[src/hdl/assert_macros.svh]
// assertion macros shared by the rtl
// no dependencies
`ifndef ASSERT_MACROS_SVH
`define ASSERT_MACROS_SVH

// clocked implication check, disabled in reset
`define CHK_IMPL(label, clk, rst_n, ante, cons, msg) \
	label: assert property (@(posedge clk) disable iff (!rst_n) (ante) |-> (cons)) \
		else $error(msg);

// clocked invariant, disabled in reset
`define CHK_ALWAYS(label, clk, rst_n, cond, msg) \
	label: assert property (@(posedge clk) disable iff (!rst_n) (cond)) \
		else $error(msg);

`endif

[src/hdl/mfpc_pkg.sv]
// types, codes and helper functions for the message frame parser
// no dependencies
package mfpc_pkg;

	localparam int NAME_LIMIT   = 32;
	localparam int OP_LIMIT     = 16;
	localparam int BODY_LIMIT   = 1024;
	localparam int HEADER_LIMIT = 2048;
	localparam int NUM_OPS      = 10;

	localparam logic [1:0] PH_HEADER = 2'd0;
	localparam logic [1:0] PH_BODY   = 2'd1;
	localparam logic [1:0] PH_SKIP   = 2'd2;

	localparam logic [1:0] NM_START = 2'd0;
	localparam logic [1:0] NM_DIGIT = 2'd1;
	localparam logic [1:0] NM_STOP  = 2'd2;

	localparam logic [3:0] ST_OK          = 4'd0;
	localparam logic [3:0] ST_NO_NEWLINE  = 4'd1;
	localparam logic [3:0] ST_HDR_LONG    = 4'd2;
	localparam logic [3:0] ST_DEST_MISS   = 4'd3;
	localparam logic [3:0] ST_DEST_LONG   = 4'd4;
	localparam logic [3:0] ST_ORIG_MISS   = 4'd5;
	localparam logic [3:0] ST_ORIG_LONG   = 4'd6;
	localparam logic [3:0] ST_OP_MISS     = 4'd7;
	localparam logic [3:0] ST_OP_LONG     = 4'd8;
	localparam logic [3:0] ST_OP_UNKNOWN  = 4'd9;
	localparam logic [3:0] ST_LEN_MISS    = 4'd10;
	localparam logic [3:0] ST_LEN_RANGE   = 4'd11;
	localparam logic [3:0] ST_CKS_MISS    = 4'd12;
	localparam logic [3:0] ST_BODY_SHORT  = 4'd13;
	localparam logic [3:0] ST_CKS_BAD     = 4'd14;

	localparam logic [7:0] CH_NL   = 8'd10;
	localparam logic [7:0] CH_BAR  = 8'd124;
	localparam logic [7:0] CH_NUL  = 8'd0;
	localparam logic [7:0] CH_PLUS = 8'd43;
	localparam logic [7:0] CH_MIN  = 8'd45;
	localparam logic [7:0] CH_SP   = 8'd32;

	localparam logic [16:0] MOD_SUM = 17'd65535;

	typedef struct packed {
		logic [3:0]  status;
		logic [3:0]  op_index;
		logic [10:0] body_length;
		logic [31:0] received_checksum;
		logic [15:0] computed_checksum;
		logic [4:0]  dest_length;
		logic [4:0]  origin_length;
	} result_t;

	typedef struct packed {
		logic [1:0]  phase;
		logic [2:0]  token_number;
		logic [5:0]  token_byte_count;
		logic [11:0] header_byte_count;
		logic        header_overflow;
		logic        zero_byte_seen;
		logic [3:0]  first_error;
		logic [9:0]  name_match_mask;
		logic [10:0] length_value;
		logic [31:0] checksum_value;
		logic [15:0] running_sum;
		logic [10:0] body_byte_count;
		logic        in_tok;
		logic        num_neg;
		logic        len_ok;
		logic        cks_present;
		logic [1:0]  num_mode;
		logic [4:0]  dest_len;
		logic [4:0]  orig_len;
		logic [3:0]  op_idx;
	} parse_state_t;

	localparam parse_state_t STATE_RESET = '{
		phase: PH_HEADER, token_number: 3'd0, token_byte_count: 6'd0,
		header_byte_count: 12'd0, header_overflow: 1'b0, zero_byte_seen: 1'b0,
		first_error: ST_OK, name_match_mask: 10'h3FF, length_value: 11'd0,
		checksum_value: 32'd0, running_sum: 16'd0, body_byte_count: 11'd0,
		in_tok: 1'b0, num_neg: 1'b0, len_ok: 1'b0, cks_present: 1'b0,
		num_mode: NM_START, dest_len: 5'd0, orig_len: 5'd0, op_idx: 4'd0
	};

	function automatic logic [5:0] op_len(input logic [3:0] i);
		case (i)
			4'd0: op_len = 6'd8;
			4'd1: op_len = 6'd4;
			4'd2: op_len = 6'd6;
			4'd3: op_len = 6'd8;
			4'd4: op_len = 6'd8;
			4'd5: op_len = 6'd9;
			4'd6: op_len = 6'd2;
			4'd7: op_len = 6'd5;
			4'd8: op_len = 6'd8;
			4'd9: op_len = 6'd8;
			default: op_len = 6'd0;
		endcase
	endfunction

	function automatic logic [7:0] op_char(input logic [3:0] i, input logic [3:0] p);
		logic [71:0] s;
		s = '0;
		case (i)
			4'd0: s = {"RETSIGER", 8'd0};
			4'd1: s = {"TIXE", 40'd0};
			4'd2: s = {"SUTATS", 24'd0};
			4'd3: s = {"QER_TSIL", 8'd0};
			4'd4: s = {"SER_TSIL", 8'd0};
			4'd5: s = "TSACDAORB";
			4'd6: s = {"MD", 56'd0};
			4'd7: s = {"RORRE", 32'd0};
			4'd8: s = {"QER_OFNI", 8'd0};
			4'd9: s = {"SER_OFNI", 8'd0};
			default: s = '0;
		endcase
		// chars stored reversed: first char in the lowest used byte
		op_char = 8'd0;
		if (p < op_len(i)) begin
			op_char = s[71 - 8 * (int'(op_len(i)) - 1 - int'(p)) -: 8];
		end
	endfunction

	function automatic logic [15:0] add_mod(input logic [15:0] a, input logic [10:0] b);
		logic [16:0] t;
		t = {1'b0, a} + {6'd0, b};
		if (t >= MOD_SUM) begin
			t = t - MOD_SUM;
		end
		add_mod = t[15:0];
	endfunction

endpackage

[src/hdl/mfpc_parse.sv]
// per-byte parse state and summary result logic
// depends on mfpc_pkg
module mfpc_parse (
	input  logic              clk,
	input  logic              arst_n,
	input  logic              en,
	input  logic [7:0]        data_byte,
	input  logic              final_byte,
	output mfpc_pkg::result_t res,
	output logic              res_valid
);
	import mfpc_pkg::*;

	parse_state_t st_q;
	parse_state_t nx;

	function automatic parse_state_t set_err(input parse_state_t s, input logic [3:0] e);
		parse_state_t r;
		r = s;
		if (r.first_error == ST_OK) begin
			r.first_error = e;
		end
		return r;
	endfunction

	function automatic parse_state_t end_tok(input parse_state_t s);
		parse_state_t r;
		logic [2:0]   k;
		logic [4:0]   sat;
		logic         hit;
		r = s;
		k = s.token_number - 3'd1;
		sat = (s.token_byte_count > 6'd31) ? 5'd31 : s.token_byte_count[4:0];
		hit = 1'b0;
		r.in_tok = 1'b0;
		case (k)
			3'd0: begin
				r.dest_len = sat;
				if (s.token_byte_count >= 6'(NAME_LIMIT)) r = set_err(r, ST_DEST_LONG);
			end
			3'd1: begin
				r.orig_len = sat;
				if (s.token_byte_count >= 6'(NAME_LIMIT)) r = set_err(r, ST_ORIG_LONG);
			end
			3'd2: begin
				if (s.token_byte_count >= 6'(OP_LIMIT)) begin
					r = set_err(r, ST_OP_LONG);
				end else begin
					for (int i = NUM_OPS - 1; i >= 0; i--) begin
						if (s.name_match_mask[i] && s.token_byte_count == op_len(4'(i))) begin
							hit = 1'b1;
							r.op_idx = 4'(i);
						end
					end
					if (!hit) r = set_err(r, ST_OP_UNKNOWN);
				end
			end
			3'd3: begin
				if ((s.num_neg && s.length_value != 11'd0) ||
				    s.length_value > 11'(BODY_LIMIT)) begin
					r = set_err(r, ST_LEN_RANGE);
				end else begin
					r.len_ok = 1'b1;
					r.running_sum = add_mod(s.running_sum, s.length_value);
				end
			end
			3'd4: begin
				r.cks_present = 1'b1;
				if (s.num_neg && s.checksum_value != 32'hFFFF_FFFF) begin
					r.checksum_value = 32'd0 - s.checksum_value;
				end
			end
			default: ;
		endcase
		return r;
	endfunction

	function automatic parse_state_t feed_num(input parse_state_t s, input logic [7:0] b,
		input logic is_len);
		parse_state_t r;
		logic         dig;
		logic [3:0]   d;
		logic [14:0]  lv;
		logic [35:0]  cv;
		r = s;
		dig = (b >= 8'd48) && (b <= 8'd57);
		d = 4'(b - 8'd48);
		lv = ({4'd0, s.length_value} << 3) + ({4'd0, s.length_value} << 1) + {11'd0, d};
		cv = ({4'd0, s.checksum_value} << 3) + ({4'd0, s.checksum_value} << 1) + {32'd0, d};
		if (s.num_mode == NM_START && (b == CH_SP || (b >= 8'd9 && b <= 8'd13))) begin
		end else if (s.num_mode == NM_START && b == CH_PLUS) begin
			r.num_mode = NM_DIGIT;
		end else if (s.num_mode == NM_START && b == CH_MIN) begin
			r.num_mode = NM_DIGIT;
			r.num_neg = 1'b1;
		end else if (s.num_mode == NM_STOP) begin
		end else if (!dig) begin
			r.num_mode = NM_STOP;
		end else begin
			r.num_mode = NM_DIGIT;
			if (is_len) begin
				r.length_value = (lv > 15'(BODY_LIMIT)) ? 11'(BODY_LIMIT + 1) : lv[10:0];
			end else begin
				r.checksum_value = (cv[35:32] != 4'd0) ? 32'hFFFF_FFFF : cv[31:0];
			end
		end
		return r;
	endfunction

	function automatic parse_state_t feed_tok(input parse_state_t s, input logic [7:0] b);
		parse_state_t r;
		logic [2:0]   k;
		logic [5:0]   p;
		r = s;
		k = s.token_number - 3'd1;
		p = s.token_byte_count;
		if (s.token_byte_count != 6'h3F) r.token_byte_count = s.token_byte_count + 6'd1;
		if (k <= 3'd2) r.running_sum = add_mod(s.running_sum, {3'd0, b});
		case (k)
			3'd2: begin
				for (int i = 0; i < NUM_OPS; i++) begin
					if (p >= op_len(4'(i)) || op_char(4'(i), p[3:0]) != b) begin
						r.name_match_mask[i] = 1'b0;
					end
				end
			end
			3'd3: r = feed_num(r, b, 1'b1);
			3'd4: r = feed_num(r, b, 1'b0);
			default: ;
		endcase
		return r;
	endfunction

	always_comb begin
		logic [3:0] stat;
		logic       emit;
		nx = st_q;
		stat = ST_OK;
		emit = 1'b0;
		if (st_q.phase == PH_HEADER) begin
			if (data_byte == CH_NL) begin
				if (nx.in_tok) nx = end_tok(nx);
				if (nx.token_number < 3'd1) nx = set_err(nx, ST_DEST_MISS);
				else if (nx.token_number < 3'd2) nx = set_err(nx, ST_ORIG_MISS);
				else if (nx.token_number < 3'd3) nx = set_err(nx, ST_OP_MISS);
				else if (nx.token_number < 3'd4) nx = set_err(nx, ST_LEN_MISS);
				else if (nx.token_number < 3'd5) nx = set_err(nx, ST_CKS_MISS);
				if (nx.header_overflow) begin
					emit = 1'b1;
					stat = ST_HDR_LONG;
					nx.phase = PH_SKIP;
				end else if (nx.first_error != ST_OK) begin
					emit = 1'b1;
					stat = nx.first_error;
					nx.phase = PH_SKIP;
				end else begin
					nx.phase = PH_BODY;
					nx.body_byte_count = 11'd0;
					if (nx.length_value == 11'd0) begin
						emit = 1'b1;
						stat = ({16'd0, nx.running_sum} == nx.checksum_value) ? ST_OK : ST_CKS_BAD;
						nx.phase = PH_SKIP;
					end
				end
			end else begin
				if (!nx.header_overflow) begin
					nx.header_byte_count = nx.header_byte_count + 12'd1;
					if (nx.header_byte_count >= 12'(HEADER_LIMIT)) nx.header_overflow = 1'b1;
				end
				if (!nx.zero_byte_seen) begin
					if (data_byte == CH_NUL) begin
						if (nx.in_tok) nx = end_tok(nx);
						nx.zero_byte_seen = 1'b1;
					end else if (data_byte == CH_BAR) begin
						if (nx.in_tok) nx = end_tok(nx);
					end else begin
						if (!nx.in_tok && nx.token_number < 3'd5) begin
							nx.in_tok = 1'b1;
							nx.token_number = nx.token_number + 3'd1;
							nx.token_byte_count = 6'd0;
							nx.name_match_mask = 10'h3FF;
							nx.num_mode = NM_START;
							nx.num_neg = 1'b0;
						end
						if (nx.in_tok) nx = feed_tok(nx, data_byte);
					end
				end
			end
		end else if (st_q.phase == PH_BODY) begin
			nx.running_sum = add_mod(nx.running_sum, {3'd0, data_byte});
			nx.body_byte_count = nx.body_byte_count + 11'd1;
			if (nx.body_byte_count >= nx.length_value) begin
				emit = 1'b1;
				stat = ({16'd0, nx.running_sum} == nx.checksum_value) ? ST_OK : ST_CKS_BAD;
				nx.phase = PH_SKIP;
			end
		end
		if (final_byte && !emit) begin
			if (nx.phase == PH_HEADER) begin
				emit = 1'b1;
				stat = ST_NO_NEWLINE;
			end else if (nx.phase == PH_BODY) begin
				emit = 1'b1;
				stat = ST_BODY_SHORT;
			end
		end
		res_valid = emit;
		res.status = stat;
		if (stat == ST_NO_NEWLINE || stat == ST_HDR_LONG) begin
			res.op_index = 4'd0;
			res.body_length = 11'd0;
			res.received_checksum = 32'd0;
			res.dest_length = 5'd0;
			res.origin_length = 5'd0;
		end else begin
			res.op_index = nx.op_idx;
			res.body_length = nx.len_ok ? nx.length_value : 11'd0;
			res.received_checksum = nx.cks_present ? nx.checksum_value : 32'd0;
			res.dest_length = nx.dest_len;
			res.origin_length = nx.orig_len;
		end
		res.computed_checksum = (stat == ST_OK || stat == ST_CKS_BAD) ? nx.running_sum : 16'd0;
		if (final_byte) nx = STATE_RESET;
	end

	always_ff @(posedge clk or negedge arst_n) begin
		if (!arst_n) begin
			st_q <= STATE_RESET;
		end else if (en) begin
			st_q <= nx;
		end
	end

endmodule

[src/hdl/message_frame_parse_check_core.sv]
// path: a byte is held in the input register when accepted and parsed when the result
// register can advance; a result word it causes is registered there for the master side
// throughput: one byte a cycle while the master side takes words; a result word waiting
// there stalls the slave side, once the input register holds a byte, until it is taken
// reset: arst_n clears the parse state to header phase and drops both valids
// top level: input register, parser and result register; uses mfpc_pkg, mfpc_parse
`include "assert_macros.svh"
module message_frame_parse_check_core (
	input  logic        clk,
	input  logic        arst_n,
	input  logic        s_tvalid,
	output logic        s_tready,
	input  logic [7:0]  s_tdata,   // data_byte
	input  logic        s_tlast,   // final_byte
	output logic        m_tvalid,
	input  logic        m_tready,
	output logic [79:0] m_tdata    // status, op_index, body_length, received_checksum,
	                               // computed_checksum, dest_length, origin_length, zero pad
);
	import mfpc_pkg::*;

	logic       valid_s1;
	logic [7:0] byte_s1;
	logic       last_s1;
	logic       adv;
	logic       go;
	result_t    res;
	logic       res_valid;
	result_t    res_q;
	logic       out_valid_q;
	logic [3:0] out_status;
	logic       hdr_word;
	logic       sum_word;

	assign adv = !out_valid_q || m_tready;
	assign go = valid_s1 && adv;
	assign s_tready = !valid_s1 || adv;

	always_ff @(posedge clk or negedge arst_n) begin
		if (!arst_n) begin
			valid_s1 <= 1'b0;
		end else if (s_tready) begin
			valid_s1 <= s_tvalid;
		end
	end

	always_ff @(posedge clk) begin
		if (s_tready && s_tvalid) begin
			byte_s1 <= s_tdata;
			last_s1 <= s_tlast;
		end
	end

	mfpc_parse u_parse (
		.clk        (clk),
		.arst_n     (arst_n),
		.en         (go),
		.data_byte  (byte_s1),
		.final_byte (last_s1),
		.res        (res),
		.res_valid  (res_valid)
	);

	always_ff @(posedge clk or negedge arst_n) begin
		if (!arst_n) begin
			out_valid_q <= 1'b0;
		end else if (adv) begin
			out_valid_q <= go && res_valid;
		end
	end

	always_ff @(posedge clk) begin
		if (go && res_valid) begin
			res_q <= res;
		end
	end

	assign m_tvalid = out_valid_q;
	assign m_tdata = {3'd0, res_q.origin_length, res_q.dest_length, res_q.computed_checksum,
		res_q.received_checksum, res_q.body_length, res_q.op_index, res_q.status};

	assign out_status = m_tdata[3:0];
	assign hdr_word = m_tvalid && (out_status == ST_NO_NEWLINE || out_status == ST_HDR_LONG);
	assign sum_word = m_tvalid && m_tdata[66:51] != 16'd0;

	`CHK_IMPL(a_stall_src, clk, arst_n, !s_tready, m_tvalid && !m_tready, "stall without backpressure")
	`CHK_IMPL(a_hdr_zero, clk, arst_n, hdr_word, m_tdata[76:4] == 73'd0, "header error word carries data")
	`CHK_IMPL(a_cks_status, clk, arst_n, sum_word, out_status == ST_OK || out_status == ST_CKS_BAD, "sum on wrong status")
	`CHK_IMPL(a_status_range, clk, arst_n, m_tvalid, out_status != 4'd15, "status out of range")

endmodule
[config.mk]
export PLATFORM = sky130hd
export DESIGN_NAME = message_frame_parse_check_core
export DESIGN_NICKNAME = d
export VERILOG_FILES = /design/src/hdl/mfpc_pkg.sv /design/src/hdl/mfpc_parse.sv /design/src/hdl/message_frame_parse_check_core.sv
export VERILOG_INCLUDE_DIRS = /design/src /design/src/hdl
export SDC_FILE = /design/constraint.sdc
export NUM_CORES = 1
export LEC_CHECK = 0
export BUFFER_PORTS_ARGS = -buffer_cell sky130_fd_sc_hd__buf_2
export CAP_MARGIN = 10
export CORE_AREA = 2 2 226 228
export DETAILED_ROUTE_END_ITERATION = 8
export DIE_AREA = 0 0 228 230
export SETUP_SLACK_MARGIN = 0.1
export SYNTH_ARGS = -nofsm -noshare
export SYNTH_HDL_FRONTEND = slang
export SYNTH_SLANG_ARGS = --single-unit
[constraint.sdc]
create_clock -name clk -period 13.2 [get_ports clk]
set_clock_uncertainty 0.1 [all_clocks]
set_input_delay 1.98 -clock clk [delete_from_list [all_inputs] [get_ports clk]]
set_output_delay 1.98 -clock clk [all_outputs]
set_load 0.05 [all_outputs]
==> impl_results.md <==
* Status: finished clean
* Switching power at 1.479 mW
* Fmax at 146.7 MHz
* Via count at 23560
* P&R area growth vs syn at 8.557%
* DR vias/cell at 6.638
* # rows at 82
* Filler instances at 4967
* Critical Path Sink Type: flip-flop
* Max cap viols at 0
* Remaining DRCs at 0
* Required time of the critical path at 13.40 ns
* Worst EP arrival at 7.01 ns
* Power, Total at 3.255 mW
* Clk Latency, worst-skew pair at 0.58 ns
* Cts bufs inserted at 29
* Width of the die at 228 um
* CTS Sinks at 217
* Seq cells post-synth at 217
* Count of input and output buffers at 91
* Root buffer cell: clkbuf_16
* Part of the power in registers at 27.1%
* Synth warnings at 0
* Die Ht at 230 um
* Final hold slack at 0.3742 ns
* Vias in the first global route at 22100
* Net Sw Frac at 45.43%
* Initial DRC Count at 2732
* Pre-CTS setup slack at 5.988 ns
* Ys async rst share at 60.37%
* Maximum number of pins on one net before global-route repair at 68
* Peak VDD IR at 0.1150 mV
* Syn avg cell area at 7.751 um2
* Setup WS post-layout at 6.386 ns
* Count of different cell masters after synthesis at 100
* Sequential area share after synthesis at 26.32%
* Clock power frac at 25.0%
* Final Cycle Share at 51.63%
* Slew headroom at 14.66%
* Final hold viol count at 0
* Ys flop type: dfrtp_1
* Number of H-tree levels at 1
* CTS Buffer Depth at 3
* Minimum clock period at 6.814 ns
* Power Density at 134.4 mW/mm2
* Grt total ovfl at 0
* Reg clk slew, reported paths at 0.06 ns
* Final Max Tran Viols at 0
* Setup_tns at 0 ns
* Crit Path Category: flip-flop to flip-flop
* Comb power frac at 47.9%
* Maximum fanout along the worst path at 22
* Pint at 1.776 mW
* Multi-input logic area at 0.01538 mm2
* Layout cells sized above 1 at 9.145%
* Total wire length at 90970 um
* Routed wire per std cell at 25.63 um
* # IOs at 95
* DR pass1 iterations at 6
* DP HPWL at 66530 um
* CP Launch Type: flip-flop
* Mapped Cells at 2879
* # setup viols final at 0
* Total Routing Usage GR at 33.51%
* Nets at 3024
* Worst Tran Pin Value at 1.280 ns
* CTS-repair resized insts at 0
* Core Area at 0.04986 mm2
* Mapped Area at 0.02231 mm2
* TritonCTS clock tree: yes
* Post-synth EDFFs at 86
* Post-CTS Setup Bufs at 0
* First-pass GRT wire length at 137800 um
* Register area at 0.005873 mm2
* Initial Util at 44.75%
* RSZ-0062 raised after global routing: no
* DRT antenna net count at 0
* Min-Delay Path Class: flip-flop to flip-flop
* Hold bufs inserted after CTS at 0
* Leakage at 9.896 nW
* Placer Congestion at 0.9863
* Antenna violations before repair at 2
* Die footprint at 0.05244 mm2
## power by group through the flow
stage / clock network (mW) / logic [mW] / registers [mW]
detailed placement: 0 / 1.51 / 0.889
finish: 0.814 / 1.56 / 0.882
CTS: 0.827 / 1.52 / 0.877
global route: 0.854 / 1.68 / 0.887
global placement: 0 / 1.51 / 0.887
floorplan: 0 / 1.07 / 0.879
## state kept, by name, summed over array words and instances (netlist names)
name          count
byte_s1           8
u_parse.st_q    129
valid_s1          1
m_tdata          73
m_tvalid          1
out_status        4
last_s1           1
## cell usage after synthesis, types with 11 or more instances
cell        n  area share, %
clkbuf_1  158            2.7
a21o_1     49            1.6
xnor2_1   110            4.3
buf_2      20           0.45
a22o_1     40            1.6
inv_1      78            1.3
nor2b_1    19           0.53
nor2_1    255            4.3
a211o_1    12           0.47
a21oi_1   264            5.9
o21ai_0   226            5.1
and2_1     14           0.39
xor2_1     58            2.3
o31ai_1    35            1.2
a22oi_1    16           0.54
buf_1      13           0.22
nand3_1    82            1.8
dfrtp_1   121             14
a21boi_0   12           0.40
a31oi_1    45            1.3
a221oi_1   15           0.59
or3_1      25           0.70
mux2i_1    13           0.58
nand2b_1   27           0.76
or2_2      16           0.45
or4_1      18           0.61
nand4_1    38            1.1
ha_1      151            8.5
o21a_1     32            1.1
o221ai_1   11           0.43
nor4_1     45            1.3
o22ai_1    26           0.73
nor3_1     81            1.8
a32oi_1    13           0.51
o211ai_1   27           0.91
edfxtp_1   86             12
and3_1     38            1.1
nand2_1   307            5.2
a211oi_1   52            1.7
## layout make-up
cell class | instances | share of cell area, %
tap | 672 | 3.471
sequential | 217 | 24.25
inverter | 86 | 1.333
clock inverter | 20 | 0.8833
clock buffer | 33 | 3.099
timing repair buffer | 141 | 3.456
multi-input combinational | 2379 | 63.50
antenna | 1 | 0.01033
## cell families after synthesis
family / share of synthesized area, %
adder cells (fa/ha/maj): 9.005
multiplexers: 0.9869
other: 0.01681
buffers and inverters: 5.047
AND/OR/NAND/NOR: 21.92
AO/OA/AOI/OAI: 29.90
XOR/XNOR: 6.796
flip-flops: 26.32
## worst paths after layout
path | from | endpoint | slack (ns) | depth (start not counted)
worst min-delay path | u_parse.st_q[13]$_DFFE_PN0P_ | u_parse.st_q[13]$_DFFE_PN0P_ | 0.37 | 2
worst max-delay path | u_parse.st_q[47]$_DFFE_PN0P_ | m_tdata[31]$_SDFFCE_PP0P_ | 6.39 | 16
max in group asynchronous | arst_n | valid_s1$_DFFE_PN0N_ | 10.17 | 2
worst min register to register | u_parse.st_q[13]$_DFFE_PN0P_ | u_parse.st_q[13]$_DFFE_PN0P_ | 0.37 | 2
min in group asynchronous | arst_n | u_parse.st_q[44]$_DFFE_PN0P_ | 1.37 | 1
worst max register to register | u_parse.st_q[47]$_DFFE_PN0P_ | m_tdata[31]$_SDFFCE_PP0P_ | 6.39 | 16
## stage by stage
stage	utilization [%]	area, um2	std cells
floorplan	-	22320	2881
global placement	46.61	23240	3493
detailed placement	46.61	23240	3493
CTS	48.54	24210	3546
global route	48.57	24220	3548
finish	48.58	24220	3549
## layer usage
| metal | global-route usage [%] | wire length (um) | up-vias | share of wire, % |
|---|---|---|---|---|
| li1 | - | - | 10720 | - |
| met1 | 46.81 | 39310 | 11420 | 43 |
| met2 | 51.96 | 39820 | 1214 | 44 |
| met3 | 5.308 | 7811 | 194 | 8.6 |
| met4 | 12.95 | 3995 | 4 | 4.4 |
| met5 | 0 | 28 | - | 0.031 |
## critical path: stages, from the launching register on
cell,delay (ns)
dfrtp_1,0.73
fa_1,0.58
fa_1,0.51
a21o_1,0.19
a21oi_1,0.27
o21ai_0,0.18
a21o_1,0.25
a311oi_1,0.31
buf_4,0.21
o211ai_1,0.20
a31oi_1,0.37
o311ai_0,0.20
mux2_2,0.50
nor2_1,1.03
a211oi_1,0.32
a211oi_1,0.48
a211oi_1,0.07
## cell usage in the layout (no fill, tap or decap), types with 58 or more instances in the layout
master / instances
nand2_1: 306
a21oi_1: 261
nor2_1: 252
o21ai_0: 226
ha_1: 151
dfrtp_1: 121
xnor2_1: 110
buf_2: 90
edfxtp_1: 86
nand3_1: 81
nor3_1: 80
inv_1: 78
xor2_1: 58
No activity file was read; power rests on OpenSTA's default activity.
